--- config.mk ---
export PLATFORM = sky130hd
export DESIGN_NAME = pawd_mul
export DESIGN_NICKNAME = d
export VERILOG_FILES = /design/src/design/pawd_pkg.sv /design/src/design/pawd_mul.sv
export SDC_FILE = /design/constraint.sdc
export NUM_CORES = 2
export LEC_CHECK = 0
export ABC_AREA = 1
export BUFFER_PORTS_ARGS = -buffer_cell sky130_fd_sc_hd__buf_2
export CAP_MARGIN = 20
export CORE_MARGIN = 5
export CORE_UTILIZATION = 40
export DETAILED_ROUTE_END_ITERATION = 7
export PLACE_DENSITY_LB_ADDON = 0.3
export REMOVE_ABC_BUFFERS = 1
export SETUP_SLACK_MARGIN = 0.3
export SYNTH_ARGS = -nofsm -noshare
export SYNTH_HDL_FRONTEND = slang
export SYNTH_SLANG_ARGS = --single-unit
--- constraint.sdc ---
create_clock -name clk -period 15.3 [get_ports clk]
set_input_delay 0 -clock clk [delete_from_list [all_inputs] [get_ports clk]]
set_output_delay 0 -clock clk [all_outputs]
set_load 0.005 [all_outputs]
--- src/design/pawd_pkg.sv ---
// Shared types, constants and fixed-point helpers for the PID controller.
package pawd_pkg;

    localparam int FRAC_BITS = 16;
    localparam logic [31:0] US_PER_SEC = 32'd1000000;
    // ceil(2^83 / 10^6); exact quotient by 10^6 for any dividend below 2^63
    localparam logic [63:0] US_RECIP = 64'd9671406556917033398;
    localparam int US_RECIP_SHIFT = 19;
    localparam logic signed [31:0] S32_MAX = 32'sh7FFF_FFFF;
    localparam logic signed [31:0] S32_MIN = 32'sh8000_0000;
    localparam logic signed [47:0] S48_MAX = 48'sh7FFF_FFFF_FFFF;
    localparam logic signed [47:0] S48_MIN = 48'sh8000_0000_0000;

    localparam logic [2:0] REG_GAIN_P    = 3'd0;
    localparam logic [2:0] REG_GAIN_I    = 3'd1;
    localparam logic [2:0] REG_GAIN_D    = 3'd2;
    localparam logic [2:0] REG_DRIVE_MIN = 3'd3;
    localparam logic [2:0] REG_DRIVE_MAX = 3'd4;
    localparam logic [2:0] REG_ITERM_LIM = 3'd5;
    localparam logic [2:0] REG_ALPHA     = 3'd6;

    typedef struct packed {
        logic signed [31:0] error_in;
        logic [31:0]        time_us;
    } pawd_in_t;

    typedef struct packed {
        logic signed [31:0] drive_out;
        logic               iterm_clamped;
        logic               drive_clamped;
    } pawd_out_t;

    typedef struct packed {
        logic        start;
        logic [63:0] dividend;
        logic [31:0] divisor;
    } pawd_div_req_t;

    function automatic logic [31:0] abs32(input logic signed [31:0] x);
        abs32 = x[31] ? 32'(-x) : 32'(x);
    endfunction

    function automatic logic [31:0] abs33(input logic signed [32:0] x);
        logic signed [32:0] n;
        n = -x;
        abs33 = x[32] ? n[31:0] : x[31:0];
    endfunction

    function automatic logic [47:0] abs48(input logic signed [47:0] x);
        abs48 = x[47] ? 48'(-x) : 48'(x);
    endfunction

    // apply sign to a magnitude and saturate to 32 bits
    function automatic logic signed [31:0] sat_mag(input logic neg, input logic [63:0] mag);
        logic signed [31:0] r;
        if (neg)
            r = (mag >= 64'h8000_0000) ? S32_MIN : -$signed(mag[31:0]);
        else
            r = (mag > 64'h7FFF_FFFF) ? S32_MAX : $signed(mag[31:0]);
        sat_mag = r;
    endfunction

    function automatic logic signed [31:0] sat32(input logic signed [63:0] v);
        logic signed [31:0] r;
        if (v > 64'(S32_MAX))
            r = S32_MAX;
        else if (v < 64'(S32_MIN))
            r = S32_MIN;
        else
            r = v[31:0];
        sat32 = r;
    endfunction

    function automatic logic signed [47:0] sat48(input logic signed [48:0] v);
        logic signed [47:0] r;
        if (v > 49'(S48_MAX))
            r = S48_MAX;
        else if (v < 49'(S48_MIN))
            r = S48_MIN;
        else
            r = v[47:0];
        sat48 = r;
    endfunction

endpackage

--- src/design/pawd_mul.sv ---
// Shared 32x32 unsigned multiplier with a registered product.
module pawd_mul (
    input  logic        clk,
    input  logic [31:0] a,
    input  logic [31:0] b,
    output logic [63:0] prod
);
    import pawd_pkg::*;

    logic [63:0] prod_reg;

    always_ff @(posedge clk)
    begin
        prod_reg <= 64'(a) * 64'(b);
    end

    assign prod = prod_reg;

endmodule

==> flow_metrics.tcl <==
set metrics [dict create \
    synth_top_area_share_pct 48.0 \
    synthArstFlopShare_pct 0 \
    synthesis.area_um2 37400 \
    cp_common_cell "fa_1" \
    yosysSeqAreaShare_pct 3.43 \
    areaGrowthSynthToFinish_pct 5.41 \
    hold_depth 3 \
    synth.area.top_cells "fa_1, inv_1, nand2_1, ha_1, dfxtp_1" \
    drt_iter0_drc 1840 \
    cts.root.buffer_cell "clkbuf_16" \
    yosysMostFrequentCell "inv_1" \
    postCtsHoldBufs 0 \
    clock_path_buffers 2 \
    postCtsResizedCells 0 \
    grt_max_degree 33 \
    finalHoldViolations 0 \
    drc 0 \
    hpwl_um 87000 \
    drv_slew 0 \
    fill_cells 9710 \
    antenna_left 0 \
    synthFlopType "dfxtp_1" \
    netlist_instances 5023 \
    synth_common_cells "inv_1, nand2_1, fa_1" \
    critPathMaxStageDelay_ns 0.75 \
    crit_required_ns 15.50 \
    gp_congestion 0.963 \
    clk_pin_slew_ns 0.07 \
    postCtsSetupBuffers 0 \
    wl_met3_um 6890 \
    synth_edf_count 0 \
    relSlewSlack_pct 29.8 \
    grt_pass1_wl_um 170000 \
    antenna_found_initial 3 \
    slowest_stage "buf_2" \
    row_count 112 \
    min_from "b[0]" \
    grt_setup_unrepaired "false" \
    status "finished clean" \
    crit_family "adder cells" \
    drive_above_1_share_pct 4.64 \
    grt_pass1_vias 31300 \
    multi_input_area_um2 28900 \
    finalCritPeriodShare_pct 43.2 \
    synth_top_area_cell "fa_1" \
    die_area_um2 99700 \
    fin_setup_tns_ns 0 \
    path_class "in -> reg" \
    wl_um 105000 \
    wl_met2_um 50600 \
    die-height_um 316 \
    drtPass1Iterations 7 \
    setup_violations 0 \
    worstMarginPinSlew_ns 1.05 \
    highest_layer "met5" \
    ys_types 23 \
    largest_register_ffs 64 \
    hold_end "prod[0]$_DFF_P_" \
    cts_tree "built" \
    met1_length_um 44900 \
    start_util_pct 40.2 \
    fin_crit_ns 6.61 \
    nNetsFinal 6219 \
    num_io_pins 129 \
    regArea_um2 1280 \
    cts_max_level 3 \
    die_w_um 316 \
    core_um2 93000 \
    critical_path_arrival_ns 6.81 \
    crit_buf_inv 8 \
    grt-ovfl-total 0 \
    avgSynthCellArea_um2 7.45 \
    worstPathMaxFanout 32 \
    ys_ff_latch 64 \
    portBuffers 128 \
    ys_warn_count 0 \
    wl_per_cell_um 16.8 \
    hold_class "in -> reg" \
    maxCapViolCount 0 \
    worst_setup_path_end_kind "register" \
    num_vias 29000 \
    vias_per_cell 4.63 \
    cts_made_buffers 9 \
    numClockSinks 64 \
    clock.fmax_mhz 151 \
    start_kind "input port" \
    grt_util_all_layers_pct 21.8 \
]
==> layer usage <==
layer  vias up  global-route usage (%)
met5         -                       0
met4         2                    4.88
met3       180                    3.44
met2       858                    37.6
met1     14400                    29.2
li1      13600                       -
==> final cells by class <==
| cell class | instances | area share (%) |
|---|---|---|
| multi-input cells | 3032 | 73.3 |
| inverters | 1735 | 16.5 |
| well taps | 1254 | 3.98 |
| flip-flops and latches | 64 | 3.25 |
| repair buffers | 153 | 2.10 |
| clock buffers | 10 | 0.606 |
| clock inverters | 5 | 0.263 |
| diodes | 1 | 0.00635 |
==> logic make-up after synthesis <==
family	after synthesis	share of synthesized area [%]
AND/OR/NAND/NOR	1781	18.8
adder cells (fa/ha/maj)	1159	56.8
flip-flops	64	3.43
buffers and inverters	1927	19.3
AO/OA/AOI/OAI	57	0.853
XOR/XNOR	35	0.820
==> worst max path at each step <==
stage | startpoint | end | slack (ns) | cells past startpoint
6_report | b[12] | prod[37]$_DFF_P_ | 8.69 | 25
5_1_grt | a[25] | prod[60]$_DFF_P_ | 8.36 | 26
4_1_cts | a[25] | prod[60]$_DFF_P_ | 8.73 | 26
3_5_place_dp | a[25] | prod[60]$_DFF_P_ | 8.31 | 26
3_3_place_gp | b[12] | prod[63]$_DFF_P_ | 8.22 | 23
2_1_floorplan | a[26] | prod[60]$_DFF_P_ | 9.78 | 25
==> tightest hold or removal path: stages <==
cell,delay [ns]
buf_2,0.34
nand2_1,0.16
inv_1,0.04
==> per-stage QoR <==
step,worst slack [ns],hold slack (ns),cell area [µm²],instances,utilization [%]
finish,8.69,0.225,39400,6254,42.4
global route,8.36,0.233,39400,6253,42.4
CTS,8.73,0.204,39400,6253,42.4
detailed placement,8.31,0.376,39100,6238,42.0
global placement,8.22,0.378,39100,6238,42.0
floorplan,9.78,0.0935,36700,4831,-
==> cells in the final DEF (no fill, tap or decap) <==
master        n
a21oi_1      43
buf_2       128
buf_4        25
bufinv_16     3
clkbuf_16     9
clkbuf_8      1
clkinv_2      1
dfxtp_1      64
diode_2       1
fa_1        896
ha_1        263
inv_1      1723
inv_2        12
inv_6         1
nand2_1    1566
nand2_2      15
nand3_1      56
nand3_2       9
nand4_1      16
nor2_1       81
nor2_2       14
nor2_4        6
nor3_1       11
nor3_2        6
nor3_4        1
o21ai_0       2
o21bai_1     11
o21bai_2      1
xnor2_1       2
xor2_1       33
Power is not shown: default switching activity piles up to over one toggle a cycle in this logic, so the estimate is an artifact.
