**src/design/pawd_pkg.sv**
```systemverilog
// Shared types, constants and fixed-point helpers for the PID controller.
package pawd_pkg;

    localparam int FRAC_BITS = 16;
    localparam logic [31:0] US_PER_SEC = 32'd1000000;
    // ceil(2^83 / 10^6); exact quotient by 10^6 for any dividend below 2^63
    localparam logic [63:0] US_RECIP = 64'd9671406556917033398;
    localparam int US_RECIP_SHIFT = 19;
    localparam logic signed [31:0] S32_MAX = 32'sh7FFF_FFFF;
    localparam logic signed [31:0] S32_MIN = 32'sh8000_0000;
    localparam logic signed [47:0] S48_MAX = 48'sh7FFF_FFFF_FFFF;
    localparam logic signed [47:0] S48_MIN = 48'sh8000_0000_0000;

    localparam logic [2:0] REG_GAIN_P    = 3'd0;
    localparam logic [2:0] REG_GAIN_I    = 3'd1;
    localparam logic [2:0] REG_GAIN_D    = 3'd2;
    localparam logic [2:0] REG_DRIVE_MIN = 3'd3;
    localparam logic [2:0] REG_DRIVE_MAX = 3'd4;
    localparam logic [2:0] REG_ITERM_LIM = 3'd5;
    localparam logic [2:0] REG_ALPHA     = 3'd6;

    typedef struct packed {
        logic signed [31:0] error_in;
        logic [31:0]        time_us;
    } pawd_in_t;

    typedef struct packed {
        logic signed [31:0] drive_out;
        logic               iterm_clamped;
        logic               drive_clamped;
    } pawd_out_t;

    typedef struct packed {
        logic        start;
        logic [63:0] dividend;
        logic [31:0] divisor;
    } pawd_div_req_t;

    function automatic logic [31:0] abs32(input logic signed [31:0] x);
        abs32 = x[31] ? 32'(-x) : 32'(x);
    endfunction

    function automatic logic [31:0] abs33(input logic signed [32:0] x);
        logic signed [32:0] n;
        n = -x;
        abs33 = x[32] ? n[31:0] : x[31:0];
    endfunction

    function automatic logic [47:0] abs48(input logic signed [47:0] x);
        abs48 = x[47] ? 48'(-x) : 48'(x);
    endfunction

    // apply sign to a magnitude and saturate to 32 bits
    function automatic logic signed [31:0] sat_mag(input logic neg, input logic [63:0] mag);
        logic signed [31:0] r;
        if (neg)
            r = (mag >= 64'h8000_0000) ? S32_MIN : -$signed(mag[31:0]);
        else
            r = (mag > 64'h7FFF_FFFF) ? S32_MAX : $signed(mag[31:0]);
        sat_mag = r;
    endfunction

    function automatic logic signed [31:0] sat32(input logic signed [63:0] v);
        logic signed [31:0] r;
        if (v > 64'(S32_MAX))
            r = S32_MAX;
        else if (v < 64'(S32_MIN))
            r = S32_MIN;
        else
            r = v[31:0];
        sat32 = r;
    endfunction

    function automatic logic signed [47:0] sat48(input logic signed [48:0] v);
        logic signed [47:0] r;
        if (v > 49'(S48_MAX))
            r = S48_MAX;
        else if (v < 49'(S48_MIN))
            r = S48_MIN;
        else
            r = v[47:0];
        sat48 = r;
    endfunction

endpackage

```
**src/design/pawd_div.sv**
```systemverilog
// Restoring 64/32 unsigned divider, one quotient bit per cycle.
module pawd_div (
    input  logic                    clk,
    input  logic                    rst_n,
    input  pawd_pkg::pawd_div_req_t req,
    output logic [63:0]             quotient,
    output logic                    done
);
    import pawd_pkg::*;

    logic        busy_reg;
    logic        done_reg;
    logic [5:0]  cnt_reg;
    logic [31:0] rem_reg;
    logic [63:0] quo_reg;
    logic [31:0] dsr_reg;

    logic [32:0] shifted;
    logic [33:0] trial;
    logic        qbit;

    assign shifted = {rem_reg, quo_reg[63]};
    assign trial   = {1'b0, shifted} - {2'b00, dsr_reg};
    assign qbit    = ~trial[33];

    always_ff @(posedge clk or negedge rst_n)
    begin
        if (!rst_n)
        begin
            busy_reg <= 1'b0;
            done_reg <= 1'b0;
            cnt_reg  <= '0;
        end
        else
        begin
            done_reg <= 1'b0;
            if (req.start)
            begin
                busy_reg <= 1'b1;
                cnt_reg  <= '0;
            end
            else if (busy_reg)
            begin
                cnt_reg <= cnt_reg + 6'd1;
                if (cnt_reg == 6'd63)
                begin
                    busy_reg <= 1'b0;
                    done_reg <= 1'b1;
                end
            end
        end
    end

    always_ff @(posedge clk)
    begin
        if (req.start)
        begin
            quo_reg <= req.dividend;
            rem_reg <= '0;
            dsr_reg <= req.divisor;
        end
        else if (busy_reg)
        begin
            quo_reg <= {quo_reg[62:0], qbit};
            rem_reg <= qbit ? trial[31:0] : shifted[31:0];
        end
    end

    assign quotient = quo_reg;
    assign done     = done_reg;

endmodule

```
**config.mk**
```make
export PLATFORM = sky130hd
export DESIGN_NAME = pawd_div
export DESIGN_NICKNAME = d
export VERILOG_FILES = /design/src/design/pawd_pkg.sv /design/src/design/pawd_div.sv
export SDC_FILE = /design/constraint.sdc
export NUM_CORES = 1
export LEC_CHECK = 0
export BUFFER_PORTS_ARGS = -buffer_cell sky130_fd_sc_hd__clkbuf_2
export CELL_PAD_IN_SITES_DETAIL_PLACEMENT = 1
export CELL_PAD_IN_SITES_GLOBAL_PLACEMENT = 1
export CORE_ASPECT_RATIO = 1.2
export CORE_MARGIN = 5
export CORE_UTILIZATION = 42
export DETAILED_ROUTE_END_ITERATION = 8
export PLACE_DENSITY = 0.84
export REMOVE_ABC_BUFFERS = 1
export SLEW_MARGIN = 10
export SYNTH_ARGS = -nofsm -noshare
export SYNTH_HDL_FRONTEND = slang
export SYNTH_SLANG_ARGS = --single-unit
```
**constraint.sdc**
```tcl
create_clock -name clk -period 2.95 [get_ports clk]
set_input_delay 0.295 -clock clk [delete_from_list [all_inputs] [get_ports clk]]
set_output_delay 0.295 -clock clk [all_outputs]
set_load 0.05 [all_outputs]
```
==> flow_summary.toml <==
[layout]
diodes = 0
drive_above_1_share_pct = 37.9
area_growth_pct = 26.2
final_util_pct = 54.0
largest_reg_flops = 64
finalNetCount = 932

[grt]
grt_max_degree = 67
antenna_found_initial = 0
grt_pass1_vias = 6350
grt_pass1_wl_mm = 34.3
grt-ovfl-total = 0
grt_util_all_layers_pct = 21.8

[sta]
fin_crit_ps = 2900
maxSlewViolCount = 0
setup_viol = 0
worstMarginPinSlew_ps = 659
hold_violations = 0
min_period_over_period_pct = 98.3
relSlewSlack_pct = 56.1
rsz0062_at_grt = "yes"
max_freq_ghz = 0.345
skew_ps = 8.40
setup_tns_ps = 0

[logic_synthesis]
yosysSeqAreaShare_pct = 51.5
synth-seq-cells = 136
avgSynthCellArea_um2 = 11.6
yosysMostFrequentCell = "edfxtp_1"
ys_async_sr_fraction_pct = 5.88
syn_inst = 622
yosys-top-cells-count = "edfxtp_1, mux2_2, nor2_1, inv_1, ha_1"
synth_flop_cell = "edfxtp_1"
syn_area_mm2 = 0.00723
synth_top_area_share_pct = 39.9
netlist_top_cells_area = "edfxtp_1, mux2_2, dfxtp_1, ha_1, mux2i_1"
ys_warn_count = 0
synth_enable_flop_cells = 96
yosysTopAreaCell = "edfxtp_1"
ys_types = 59

[pwr]
ir_drop_uv = 472
swShare_pct = 37.7
power.leakage_nw = 4.01
switchingPower_w = 0.00315
pwr-share-clk_pct = 26.3
sequentialPowerShare_pct = 31.8
combPwrFrac_pct = 41.9
p_int_w = 0.00520
p_per_area_mw_per_mm2 = 914

[run_status]
outcome = "completed"

[clock_tree]
htreeDepth = 4
clock_sinks = 136
cts.reportedPaths.clkPinSlew_ps = 60
clk_path_buf_depth = 2
cts_root_buf = "clkbuf_16"
clkLatencyLatePin_ps = 430
cts_made_buffers = 17
cts_tree = "done"

[detailed_routing]
drc_errors = 0
vias_per_cell = 5.57
vias = 5722
wl_mm = 21.7
first_iter_violations = 278
first_pass_iters = 5
wl_per_cell_um = 21.1
postRouteAntennaNets = 0

[setup_path]
cp-end-kind = "flop"
crit_type = "flop to flop"
r2r_slack_ps = 50
timing.rr.start = "dsr_reg[2]$_DFFE_PP_"
crit_start = "dsr_reg[2]$_DFFE_PP_"
reg2reg_depth = 12
path_max_fanout = 12
cp.required_ps = 3260
start_kind = "flop"
endpoint = "rem_reg[29]$_SDFFE_PP0P_"
r2r-end = "rem_reg[29]$_SDFFE_PP0P_"
crit_arrival_ps = 3210

[floorplan]
io_pins = 164
die_area_mm2 = 0.0200
start_util_pct = 42.8
rows = 52
core_area_mm2 = 0.0169
die_w_um = 130
die_h_um = 154

[min_path]
hp-class = "input port to flop"
hold_start = "req[28]"

[placed_design]
routabilityCongestion = 0.899
hpwl_mm = 15.1
port-buffer-count = 163

[run]
maxCapViolCount = 0
==> worst min-delay path by stage <==
stage                                  endpoint  slack, ps  cells past startpoint
after detailed placement         done$_DFF_PN0_        150                      1
after CTS                 dsr_reg[28]$_DFFE_PP_         20                      1
after floorplan              busy_reg$_DFF_PN0_       -0.6                      0
after global placement           done$_DFF_PN0_        150                      1
after global routing      dsr_reg[29]$_DFFE_PP_         30                      1
final                     dsr_reg[28]$_DFFE_PP_         40                      1
==> metrics by stage <==
step | setup WS (ps) | instances | power [W] | hold slack, ps | instance area, µm²
final | 49.9 | 1028 | 0.00835 | 42.7 | 9130
after global routing | -63.7 | 1028 | 0.00879 | 30.2 | 9130
after CTS | 7.13 | 1021 | 0.00807 | 24.3 | 8950
after detailed placement | -62.0 | 988 | 0.00579 | 150 | 8330
after global placement | 119 | 988 | 0.00566 | 147 | 8330
after floorplan | -633 | 593 | 0.00489 | -0.591 | 7080
==> power by group through the flow <==
| stage | Combinational [W] | Sequential (W) | Clock [W] |
|---|---|---|---|
| global route | 0.00378 | 0.00269 | 0.00232 |
| CTS | 0.00319 | 0.00265 | 0.00223 |
| detailed placement | 0.00312 | 0.00267 | 0 |
| finish | 0.00350 | 0.00265 | 0.00220 |
| global placement | 0.00301 | 0.00265 | 0 |
| floorplan | 0.00195 | 0.00294 | 0 |
==> worst max-delay path, cell delays in order (launching register included) <==
cell and delay (ps):
edfxtp_1 330, inv_1 50, ha_2 380, o21a_1 130
o31a_2 190, o21ai_4 90, o21ai_2 170, a21oi_4 100
o41a_4 420, o21ai_4 300, clkbuf_16 260, nor3_1 70
a211o_1 280
==> layer usage <==
metal  up-vias  part of all wire [%]  GRT usage [%]
li1       2675                     -              -
met1      2814                    40           24.9
met2       193                    50           37.8
met3        40                   8.1           7.84
met4         0                   2.1           6.93
met5         -                     0              0
==> cell type report <==
type | count | area, µm²
multi-input combinational | 415 | 3320
tap | 216 | 270
clock buffer | 20 | 437
timing repair buffer | 187 | 1070
inverter | 42 | 158
fill | 1866 | 7790
sequential | 136 | 3720
clock inverter | 12 | 151
==> layout by cell type (no fill, tap or decap), types with 15 or more instances in the layout <==
| cell type | netlist | routed |
|---|---|---|
| clkbuf_2 | 0 | 162 |
| edfxtp_1 | 96 | 96 |
| mux2_2 | 64 | 64 |
| nor2_1 | 53 | 53 |
| inv_1 | 42 | 42 |
| dfxtp_1 | 32 | 32 |
| ha_1 | 33 | 30 |
| a21oi_1 | 28 | 26 |
| a211oi_1 | 29 | 24 |
| nand2_1 | 25 | 23 |
| o21ai_0 | 23 | 21 |
| xnor2_1 | 20 | 20 |
| mux2i_1 | 22 | 19 |
| clkbuf_16 | 0 | 19 |
| buf_4 | 1 | 19 |
| a21o_1 | 15 | 15 |
==> timing repair <==
action                                  4_1_cts  5_1_grt
hold buffers                                  1        0
pin swaps                                     2       12
hold endpoints to repair                      8        0
gates resized for setup                       3       25
setup buffers                                 0        5
cloned                                        0        2
endpoints found under the setup margin        5       32
==> logic make-up after synthesis <==
group,synth area share [%]
AO/OA/AOI/OAI,13.7
XOR/XNOR,3.75
adder cells (fa/ha/maj),5.99
buffers and inverters,4.22
flip-flops,51.5
multiplexers,13.2
AND/OR/NAND/NOR,7.73
(Power assumes the default switching activity.)
